[src/rtl/srr_pkg.sv]
// Shared widths and result codes for the selective repeat receiver.
package srr_pkg;

  localparam int CHK_W      = 32;
  localparam int SEQ_W      = 16;
  localparam int PAY_W      = 64;
  localparam int KIND_W     = 3;
  localparam int ACK_SLOT_W = 2;

  typedef logic [KIND_W-1:0] kind_t;

  localparam kind_t KIND_CORRUPT   = 3'd0;
  localparam kind_t KIND_ACK_SEEN  = 3'd1;
  localparam kind_t KIND_STORED    = 3'd2;
  localparam kind_t KIND_OUTSIDE   = 3'd3;
  localparam kind_t KIND_DUPLICATE = 3'd4;
  localparam kind_t KIND_DELIVERED = 3'd5;

  localparam logic [SEQ_W-1:0] SEQ_ACK   = 16'hFFFF;
  localparam logic [CHK_W-1:0] SUM_MASK  = 32'h00FF_FFFF;
  localparam logic [7:0]       CHAR_ZERO = 8'h30;
  localparam logic [7:0]       CHAR_NINE = 8'h39;

endpackage

[src/rtl/selective_repeat_receiver.sv]
// Selective repeat ARQ receiver: checksum check, window store and in-order release.
// Each transaction is one received packet. The block takes a packet only while it is
// idle; the checksum is built by one shared adder, two payload bytes a cycle. A packet
// passes through an accept step, the checksum steps and a status step, then for each
// released payload a read on the slot memory's single read port and a load of the
// output register. The status and send steps wait while the output is stalled. The
// status result always comes first; its last flag is set when nothing is released.
module selective_repeat_receiver
  import srr_pkg::*;
#(
  parameter int WINDOW = 4
) (
  input  logic                    clk,
  input  logic                    rst,
  input  logic                    in_valid,
  output logic                    in_ready,
  input  logic signed [CHK_W-1:0] rx_checksum,
  input  logic signed [SEQ_W-1:0] rx_seq,
  input  logic [PAY_W-1:0]        rx_payload,
  output logic                    out_valid,
  input  logic                    out_ready,
  output logic [KIND_W-1:0]       kind,
  output logic                    ack_req,
  output logic signed [SEQ_W-1:0] seq_out,
  output logic [ACK_SLOT_W-1:0]   ack_slot,
  output logic [PAY_W-1:0]        payload_out,
  output logic                    last
);

  localparam int SPAN = 2 * WINDOW;
  localparam int SW   = $clog2(SPAN);
  localparam int SLW  = $clog2(WINDOW);

  localparam logic [SW-1:0]    WIN_S   = SW'(WINDOW);
  localparam logic [SW-1:0]    LAST_S  = SW'(SPAN - 1);
  localparam logic [SW:0]      SPAN_X  = (SW+1)'(SPAN);
  localparam logic [SW:0]      WIN_X   = (SW+1)'(WINDOW);
  localparam logic [SLW-1:0]   LAST_SL = SLW'(WINDOW - 1);
  localparam logic [7:0]       WIN8    = 8'(WINDOW);
  localparam logic [SEQ_W-1:0] SPAN_Q  = SEQ_W'(SPAN);

  localparam logic [2:0] ST_IDLE   = 3'd0;
  localparam logic [2:0] ST_SUM    = 3'd1;
  localparam logic [2:0] ST_STATUS = 3'd2;
  localparam logic [2:0] ST_READ   = 3'd3;
  localparam logic [2:0] ST_SEND   = 3'd4;

  logic [2:0]       state;
  logic [1:0]       cnt;
  logic [CHK_W-1:0] sum;
  logic [CHK_W-1:0] chk;
  logic [SEQ_W-1:0] seq;
  logic [PAY_W-1:0] pay;
  logic [SW-1:0]    exp_seq;
  logic [WINDOW-1:0] slot_full;
  logic [PAY_W-1:0] rd_data;
  logic [PAY_W-1:0] mem [WINDOW];

  logic [7:0]       b0;
  logic [7:0]       b1;
  logic [CHK_W-1:0] sum_next;
  logic             load;
  logic             emit;
  logic [SW-1:0]    s;
  logic [SW:0]      diff;
  logic [SLW-1:0]   slot;
  logic [SLW-1:0]   exp_slot;
  logic [SLW-1:0]   nxt_slot;
  logic [SW-1:0]    exp_next;
  logic             sum_ok;
  logic             is_ack;
  logic             in_win;
  logic             stored;
  logic             rel;
  logic [7:0]       digit;
  logic [ACK_SLOT_W-1:0] ack_val;
  kind_t            st_kind;

  assign in_ready = (state == ST_IDLE);
  assign load     = !out_valid || out_ready;
  assign emit     = load && (state == ST_STATUS || state == ST_SEND);

  assign b0       = pay[{cnt, 4'd0} +: 8];
  assign b1       = pay[{cnt, 4'd8} +: 8];
  assign sum_next = sum + {{(CHK_W-8){b0[7]}}, b0} + {{(CHK_W-8){b1[7]}}, b1};

  always_comb begin
    s        = seq[SW-1:0];
    diff     = (s >= exp_seq) ? {1'b0, s} - {1'b0, exp_seq}
                              : {1'b0, s} + SPAN_X - {1'b0, exp_seq};
    slot     = SLW'((s >= WIN_S) ? s - WIN_S : s);
    exp_slot = SLW'((exp_seq >= WIN_S) ? exp_seq - WIN_S : exp_seq);
    nxt_slot = (exp_slot == LAST_SL) ? '0 : exp_slot + 1'b1;
    exp_next = (exp_seq == LAST_S) ? '0 : exp_seq + 1'b1;
    sum_ok   = ((sum ^ SUM_MASK) == chk);
    is_ack   = (seq == SEQ_ACK);
    in_win   = !seq[SEQ_W-1] && (seq < SPAN_Q) && (diff < WIN_X);
    stored   = sum_ok && !is_ack && in_win && !slot_full[slot];
    rel      = stored && ((slot == exp_slot) || slot_full[exp_slot]);
    digit    = 8'h00;
    if (pay[7:0] >= CHAR_ZERO && pay[7:0] <= CHAR_NINE) begin
      digit = pay[7:0] - CHAR_ZERO;
    end
    for (int i = 0; i < 5; i++) begin
      if (digit >= WIN8) begin
        digit = digit - WIN8;
      end
    end
    ack_val = digit[ACK_SLOT_W-1:0];
    if (!sum_ok) begin
      st_kind = KIND_CORRUPT;
    end else if (is_ack) begin
      st_kind = KIND_ACK_SEEN;
    end else if (!in_win) begin
      st_kind = KIND_OUTSIDE;
    end else if (slot_full[slot]) begin
      st_kind = KIND_DUPLICATE;
    end else begin
      st_kind = KIND_STORED;
    end
  end

  always_ff @(posedge clk) begin
    if (rst) begin
      state     <= ST_IDLE;
      cnt       <= '0;
      exp_seq   <= '0;
      slot_full <= '0;
      out_valid <= 1'b0;
    end else begin
      if (emit) begin
        out_valid <= 1'b1;
      end else if (out_ready) begin
        out_valid <= 1'b0;
      end
      unique case (state)
        ST_IDLE: begin
          if (in_valid) begin
            state <= ST_SUM;
            cnt   <= '0;
          end
        end
        ST_SUM: begin
          cnt <= cnt + 1'b1;
          if (cnt == 2'd3) begin
            state <= ST_STATUS;
          end
        end
        ST_STATUS: begin
          if (load) begin
            if (stored) begin
              slot_full[slot] <= 1'b1;
            end
            state <= rel ? ST_READ : ST_IDLE;
          end
        end
        ST_READ: begin
          state <= ST_SEND;
        end
        ST_SEND: begin
          if (load) begin
            slot_full[exp_slot] <= 1'b0;
            exp_seq             <= exp_next;
            state               <= slot_full[nxt_slot] ? ST_READ : ST_IDLE;
          end
        end
        default: begin
          state <= ST_IDLE;
        end
      endcase
    end
  end

  always_ff @(posedge clk) begin
    if (state == ST_IDLE && in_valid) begin
      chk <= rx_checksum;
      seq <= rx_seq;
      pay <= rx_payload;
      sum <= {{(CHK_W-SEQ_W){rx_seq[SEQ_W-1]}}, rx_seq};
    end else if (state == ST_SUM) begin
      sum <= sum_next;
    end
    if (state == ST_STATUS && load) begin
      kind        <= st_kind;
      ack_req     <= sum_ok && !is_ack;
      seq_out     <= (sum_ok && !is_ack) ? seq : '0;
      ack_slot    <= (sum_ok && is_ack) ? ack_val : '0;
      payload_out <= '0;
      last        <= !rel;
    end else if (state == ST_SEND && load) begin
      kind        <= KIND_DELIVERED;
      ack_req     <= 1'b0;
      seq_out     <= {{(SEQ_W-SW){1'b0}}, exp_seq};
      ack_slot    <= '0;
      payload_out <= rd_data;
      last        <= !slot_full[nxt_slot];
    end
  end

  always_ff @(posedge clk) begin
    if (state == ST_STATUS && load && stored) begin
      mem[slot] <= pay;
    end
    if (state == ST_READ) begin
      rd_data <= mem[exp_slot];
    end
  end

`ifndef SYNTHESIS
  a_release_full: assert property (@(posedge clk) disable iff (rst)
    state == ST_SEND |-> slot_full[exp_slot])
    else $error("release from an empty slot");

  a_one_at_a_time: assert property (@(posedge clk) disable iff (rst)
    in_valid && in_ready |=> !in_ready)
    else $error("second packet taken while busy");

  a_exp_range: assert property (@(posedge clk) disable iff (rst)
    {1'b0, exp_seq} < SPAN_X)
    else $error("expected sequence out of range");

  a_expected_empty: assert property (@(posedge clk) disable iff (rst)
    state == ST_IDLE |-> !slot_full[exp_slot])
    else $error("expected slot left full while idle");
`endif

endmodule
[config.mk]
export PLATFORM = sky130hd
export DESIGN_NAME = selective_repeat_receiver
export DESIGN_NICKNAME = d
export VERILOG_FILES = /design/src/rtl/srr_pkg.sv /design/src/rtl/selective_repeat_receiver.sv
export SDC_FILE = /design/constraint.sdc
export NUM_CORES = 1
export LEC_CHECK = 0
export BUFFER_PORTS_ARGS = -buffer_cell sky130_fd_sc_hd__buf_2
export CAP_MARGIN = 40
export CORE_ASPECT_RATIO = 1.25
export CORE_MARGIN = 5
export CORE_UTILIZATION = 63
export CTS_CLUSTER_SIZE = 24
export DETAILED_ROUTE_END_ITERATION = 8
export PLACE_DENSITY = 0.81
export SETUP_SLACK_MARGIN = 0.5
export SLEW_MARGIN = 20
export SYNTH_ARGS = -nofsm -noshare
export SYNTH_HDL_FRONTEND = slang
export SYNTH_SLANG_ARGS = --single-unit
[constraint.sdc]
create_clock -name clk -period 16.9 [get_ports clk]
set_input_delay 1.69 -clock clk [delete_from_list [all_inputs] [get_ports clk]]
set_output_delay 1.69 -clock clk [all_outputs]
set_load 0.05 [all_outputs]
# Yosys cells after proc, flatten, opt, wreduce, memory -nomap -nowiden
# Memory sizes are Yosys's and may differ from the RTL's. A register that Yosys moved wholly into a read port is not among the register bits.
# Index checks and enable logic that the tools add are counted.
# op_classes
n_addsub,16
order_cmp,17
eq_ne,15
shifts,2
n_mux,56
n_bitwise,4
reduce_logical,34
# ops
op,n
indexed part select 64 x 7 -> 8 bit,2
adder 32 bit,2
2-to-1 mux 32 bit,2
2-to-1 mux 16 bit,3
"greater-or-equal comparator 8 x 3 -> 1 bit, second input constant",5
2-to-1 mux 8 bit,5
2-to-1 mux 3 bit,11
== test 32 bit,1
"subtractor 8 x 3 -> 8 bit, second input constant",4
NOT 24 bit,1
2-to-1 mux 2 bit,10
"== test 16 bit, second input constant",1
"< comparator 16 x 4 -> 1 bit, second input constant",1
2-to-1 mux 4 bit,4
logical AND 1 bit,15
case mux 3 bit (5 select lines),1
2-to-1 mux 1 bit,13
"!= test 2 bit, second input constant",5
nonzero test 2 bit,5
"< comparator 2 x 3 -> 1 bit, second input constant",3
"greater-or-equal comparator 8 x 6 -> 1 bit, second input constant",1
"less-or-equal comparator 8 x 6 -> 1 bit, second input constant",1
case mux 4 bit (2 select lines),1
AND reduction 4 bit,2
26 further kinds,45
# totals
ff_bits,244
ramBits,256
input_bits,116
out_inout_bits,89
wordCells,160
memories,1
# mem_list
name,depth,word_bits,rd,rd_ports_with_merged_regs,write_ports,line_no,text
mem,4,64,1,1,1,selective_repeat_receiver.sv:57,logic [PAY_W-1:0] mem [WINDOW];

# Logic depth before layout (Yosys ltp)
# depth
depth_word,15
depth_mapped,16
ltp_nobuf,15

# Worst setup path after synthesis
# Ideal clock, no wire load.
# synth_path
kind,register to register
start,register exp_seq[1]
end,memory mem[2][0] (enable)
setup_ns,0.581
arrival_ns,7.877
required_ns,16.319
slack_ns,8.442
path_stages_with_launch,13
n_path_buf,2
period_less_slack_ns,8.458
cell_sequence,dfxtp_1 buf_1 buf_1 inv_1 ha_1 nor2b_1 or2_2 fa_1 nor4_1 nand4_1 a21oi_1 nand3b_1 nor3b_1
# synth_via
elab_chain_len,9
word_cells_on_any_way,11
classes_between,add/sub (2); order compare (2); mux (3); reduce/logical (4)
# synth_rtl
item,line_no,text
start: declaration,selective_repeat_receiver.sv:54,logic [SW-1:0] exp_seq;
start signal: assignment,selective_repeat_receiver.sv:163,exp_seq <= exp_next;
subtractor 4 x 3 -> 4 bit (tied with other cells),selective_repeat_receiver.sv:90,": {1'b0, s} + SPAN_X - {1'b0, exp_seq};"
2-to-1 mux 4 bit (*),selective_repeat_receiver.sv:89,"diff = (s >= exp_seq) ? {1'b0, s} - {1'b0, exp_seq}"
< comparator 4 x 3 -> 1 bit (*),selective_repeat_receiver.sv:97,in_win = !seq[SEQ_W-1] && (seq < SPAN_Q) && (diff < WIN_X);
logical AND 1 bit (*),selective_repeat_receiver.sv:97,
logical AND 1 bit (*) (2 in series),selective_repeat_receiver.sv:98,stored = sum_ok && !is_ack && in_win && !slot_full[slot];
logical AND 1 bit (*),selective_repeat_receiver.sv:201,if (state == ST_STATUS && load && stored) begin
2-to-1 mux 1 bit (*),selective_repeat_receiver.sv:201,
2-to-1 mux 1 bit (implied by the code) (*),selective_repeat_receiver.sv:202,mem[slot] <= pay;
end: declaration,selective_repeat_receiver.sv:57,
# Mark *: on every way between the ends. The rest lies on a longest branch, timed or not.

# Worst setup path in the final report
# layout_path
start,register cnt[0]
end,"register sum[30], data pin"
# layout_via
elab_chain_len,5
word_cells_on_any_way,6
classes_between,add/sub (2); shift (2); mux (2)
# layout_rtl
item,line_no,text
start: declaration,selective_repeat_receiver.sv:49,logic [1:0] cnt;
start signal: assignment,selective_repeat_receiver.sv:144,cnt <= cnt + 1'b1;
indexed part select 64 x 7 -> 8 bit,selective_repeat_receiver.sv:83,"assign b0 = pay[{cnt, 4'd0} +: 8];"
adder 32 bit,selective_repeat_receiver.sv:85,"assign sum_next = sum + {{(CHK_W-8){b0[7]}}, b0} + {{(CHK_W-8){b1[7]}}, b1};"
adder 32 bit (*),selective_repeat_receiver.sv:85,
2-to-1 mux 32 bit (*),selective_repeat_receiver.sv:180,end else if (state == ST_SUM) begin
2-to-1 mux 32 bit (*),selective_repeat_receiver.sv:175,if (state == ST_IDLE && in_valid) begin
end signal: assignment,selective_repeat_receiver.sv:179,"sum <= {{(CHK_W-SEQ_W){rx_seq[SEQ_W-1]}}, rx_seq};"
end signal: assignment,selective_repeat_receiver.sv:181,sum <= sum_next;
end: declaration,selective_repeat_receiver.sv:50,logic [CHK_W-1:0] sum;
# Mark *: on every way between the ends. The rest lies on a longest branch, timed or not. The select of a mux whose other input is x is not followed.
# A chain may end at the register's enable or synchronous reset.

==> flow_summary.ini <==
[power_and_ir_drop]
power.density_nw_per_um2 = 152
clkPwrFrac_pct = 28.1
switching_power_mw = 1.27
ir_worst_vdd_uv = 125
finalPower_mw = 3.99
leakagePower_nw = 9.14
swShare_pct = 31.9
p_comb_share_pct = 27.9
pwr-share-seq_pct = 44.0
internal_power_mw = 2.72

[setup_path]
rr_startpoint = cnt[0]
worstReg2RegEnd = sum[30]
cp_max_fo = 19
required_ns = 17.23
cp-start-kind = flop
rrSetupSlack_ns = 11.98
arrival_ns = 5.26
end_kind = flop
critPathKind = reg2reg
reg2reg_depth = 13

[routing]
ant_nets = 0
wire_per_inst_um = 26.1
vias_per_cell = 6.26
wirelength_um = 55500
drc_errors = 0
num_vias = 13300
first_iter_violations = 1510
drtPass1Iterations = 6

[placement]
port-buffer-count = 204
dp_slack_ns = 12.02
dp.cells = 2032
dpl.hpwl_um = 35000
routabilityCongestion = 0.873

[timing]
fin_ws_ns = 11.98
max_freq_mhz = 203
post-route-period-util_pct = 29.1
hold_viol_final = 0
finClkSkew_ns = 0.0195
drv_slew = 0
post-route-min-period_ns = 4.92
slew-limit-headroom_pct = 49.1
setup_viol = 0
rsz0062_at_grt = no
worst_slew_pin_slew_ns = 0.763
setup_tns_ns = 0

[global_route]
grt_usage_pct = 27.6
gr-total-overflow = 0
antenna_found_initial = 1
grt_pass1_wl_um = 83600
grt_pass1_vias = 13900
grt_max_degree = 81

[clock_network]
cts_resized = 0
root_buffer = clkbuf_16
clkTransAtPathRegs_ns = 0.07
clk_latency_ns = 0.58
hold_buffers = 0
clock-sinks = 564
cts_buffer_depth = 3
numCtsBuffers = 51
cts_tree = built
cts_setup_buffers = 0
cts_max_level = 2

[logic_synthesis]
synth_top_area_share_pct = 64.4
yosysUniqueCellTypes = 60
ys.warnings.count = 0
syn-num-nets = 1574
seq_area_frac_synth_pct = 71.2
synth.most_common_cell = edfxtp_1
synth_edf_count = 487
synth_area_um2 = 22700
synth.avg_cell_area_um2 = 16.4
async_reset_ff_share_pct = 0
synth_flop_cell = edfxtp_1
yosys-top-cells-area = edfxtp_1 (64%), mux4_2 (8.2%), dfxtp_1 (6.8%)
ys_top_cells_by_count = edfxtp_1 (487), nand2_1 (174), a21oi_1 (105)
syn-instance-count = 1386
yosys.area.top_type = edfxtp_1
ys_ff_latch = 564

[run_status]
status = complete, no violations

[worst_hold_path]
hold_class = reg2reg
holdPathEnd = payload_out[29]
hp-start = payload_out[29]
hold_path_depth = 2

[cells_and_area]
area_growth_pct = 15.3
n_antenna_cell = 0
nets = 1803
layout.cells.non_filler = 2130
drive_gt1_share_pct = 24.3

[floorplanning]
row_count = 77
die_area_um2 = 40000
fp.coreArea_um2 = 35500
die_w_um = 180
fp.dieH_um = 222
io_pins = 205
initial_core_util_pct = 64.0

[run]
drv_cap = 0
-- flip-flops by register name, summed over array words and instances, names as in the netlist --
signal       flops
ack_req          1
ack_slot         2
chk             32
cnt              2
exp_seq          3
kind             3
last             1
mem            256
out_valid        1
pay             64
payload_out     64
rd_data         64
seq             16
seq_out         16
slot_full        4
state            3
sum             32
-- metal layers --
layer / global-route usage, % / part of all wire [%] / vias up
li1: - / - / 5763
met1: 33.2 / 34 / 6630
met2: 49.7 / 54 / 785
met3: 4.81 / 7.7 / 162
met4: 11.0 / 4.4 / 2
met5: 0 / 0.036 / -
-- cell families after synthesis --
kind of cell / count (synthesis) / share of synthesized area [%]
DFF: 564 / 71.2
and+or+nand+nor: 304 / 5.93
AOI/OAI and AO/OA: 226 / 5.96
muxes: 87 / 8.42
buffers and inverters: 78 / 1.31
adders and majority gates: 72 / 5.06
xor gates and xnor gates: 55 / 2.12
-- how the worst max path moves through the flow --
stage	from	to	slack (ns)	depth (start not counted)
floorplan	exp_seq[1]	mem[2][0]	8.44	12
global placement	exp_seq[1]	mem[2][35]	12.00	11
detailed placement	cnt[0]	sum[24]	12.02	13
CTS	cnt[0]	sum[24]	11.93	13
global route	cnt[0]	sum[24]	11.61	13
finish	cnt[0]	sum[30]	11.98	13
-- worst max-delay path, cell delays in order (launching register included) --
cell and delay, ns:
dfxtp_1 0.78, buf_4 0.36, mux4_2 0.70, buf_12 0.24, fa_1 0.46, ha_1 0.39, and3_1 0.22, and3_1 0.17
nand3_1 0.13, a211oi_1 0.50, a31oi_1 0.18, o211ai_1 0.24, mux2i_1 0.20, nand2_1 0.07
-- power groups by stage --
| stage | logic, mW | registers (mW) | clock network [mW] |
|---|---|---|---|
| global placement | 1.06 | 1.78 | 0 |
| floorplan | 0.765 | 1.82 | 0 |
| finish | 1.11 | 1.75 | 1.12 |
| detailed placement | 1.09 | 1.78 | 0 |
| CTS | 1.10 | 1.75 | 1.13 |
| global route | 1.23 | 1.76 | 1.19 |
-- per-stage QoR --
stage	utilization (%)	hold slack [ns]	area, um^2
6_report	73.9	0.450	26200
5_1_grt	73.9	0.472	26200
3_3_place_gp	68.4	0.439	24300
3_5_place_dp	69.1	0.444	24500
4_1_cts	73.6	0.453	26100
2_1_floorplan	-	0.454	22700
-- final cells by class --
class	count	area [um^2]
Clock buffer	72	1430
Tap cell	474	593
Fill cell	2080	9270
Clock inverter	22	185
Timing Repair Buffer	230	1430
Multi-Input combinational cell	744	6290
Inverter	24	95.1
Sequential cell	564	16200
-- placed cells by master (no fill, tap or decap), types with 3 or more instances in the layout --
master     Yosys  layout
clkbuf_8       0       7
and3_1         5       4
o211ai_1       4       4
fa_1          33      33
nor4_1         7       7
nor2b_1        5       5
dfxtp_1       77      75
a31oi_1        9       9
nand3_1        6       5
clkbuf_16      0      51
ha_1          39      39
nor3_1        14      12
buf_16         0       9
nand2b_1       5       5
o21a_1        11      11
a21oi_1      105     105
nand4_1       14      14
edfxtp_1     487     487
xor2_1        33      33
xnor2_1       22      22
and2_1        17      17
mux2i_1        3       3
o31ai_1        6       6
o21ai_0       43      43
clkbuf_1      39      14
a21o_1        17      17
nand2_1      174     174
clkinv_2       0       7
buf_2          4     205
mux4_2        83      83
buf_4          0      13
inv_1         24      23
o41ai_1        3       3
nor2_1        46      44
a211oi_1       5       5
clkinv_1       0       8
No activity file was read; power rests on OpenSTA's default activity.
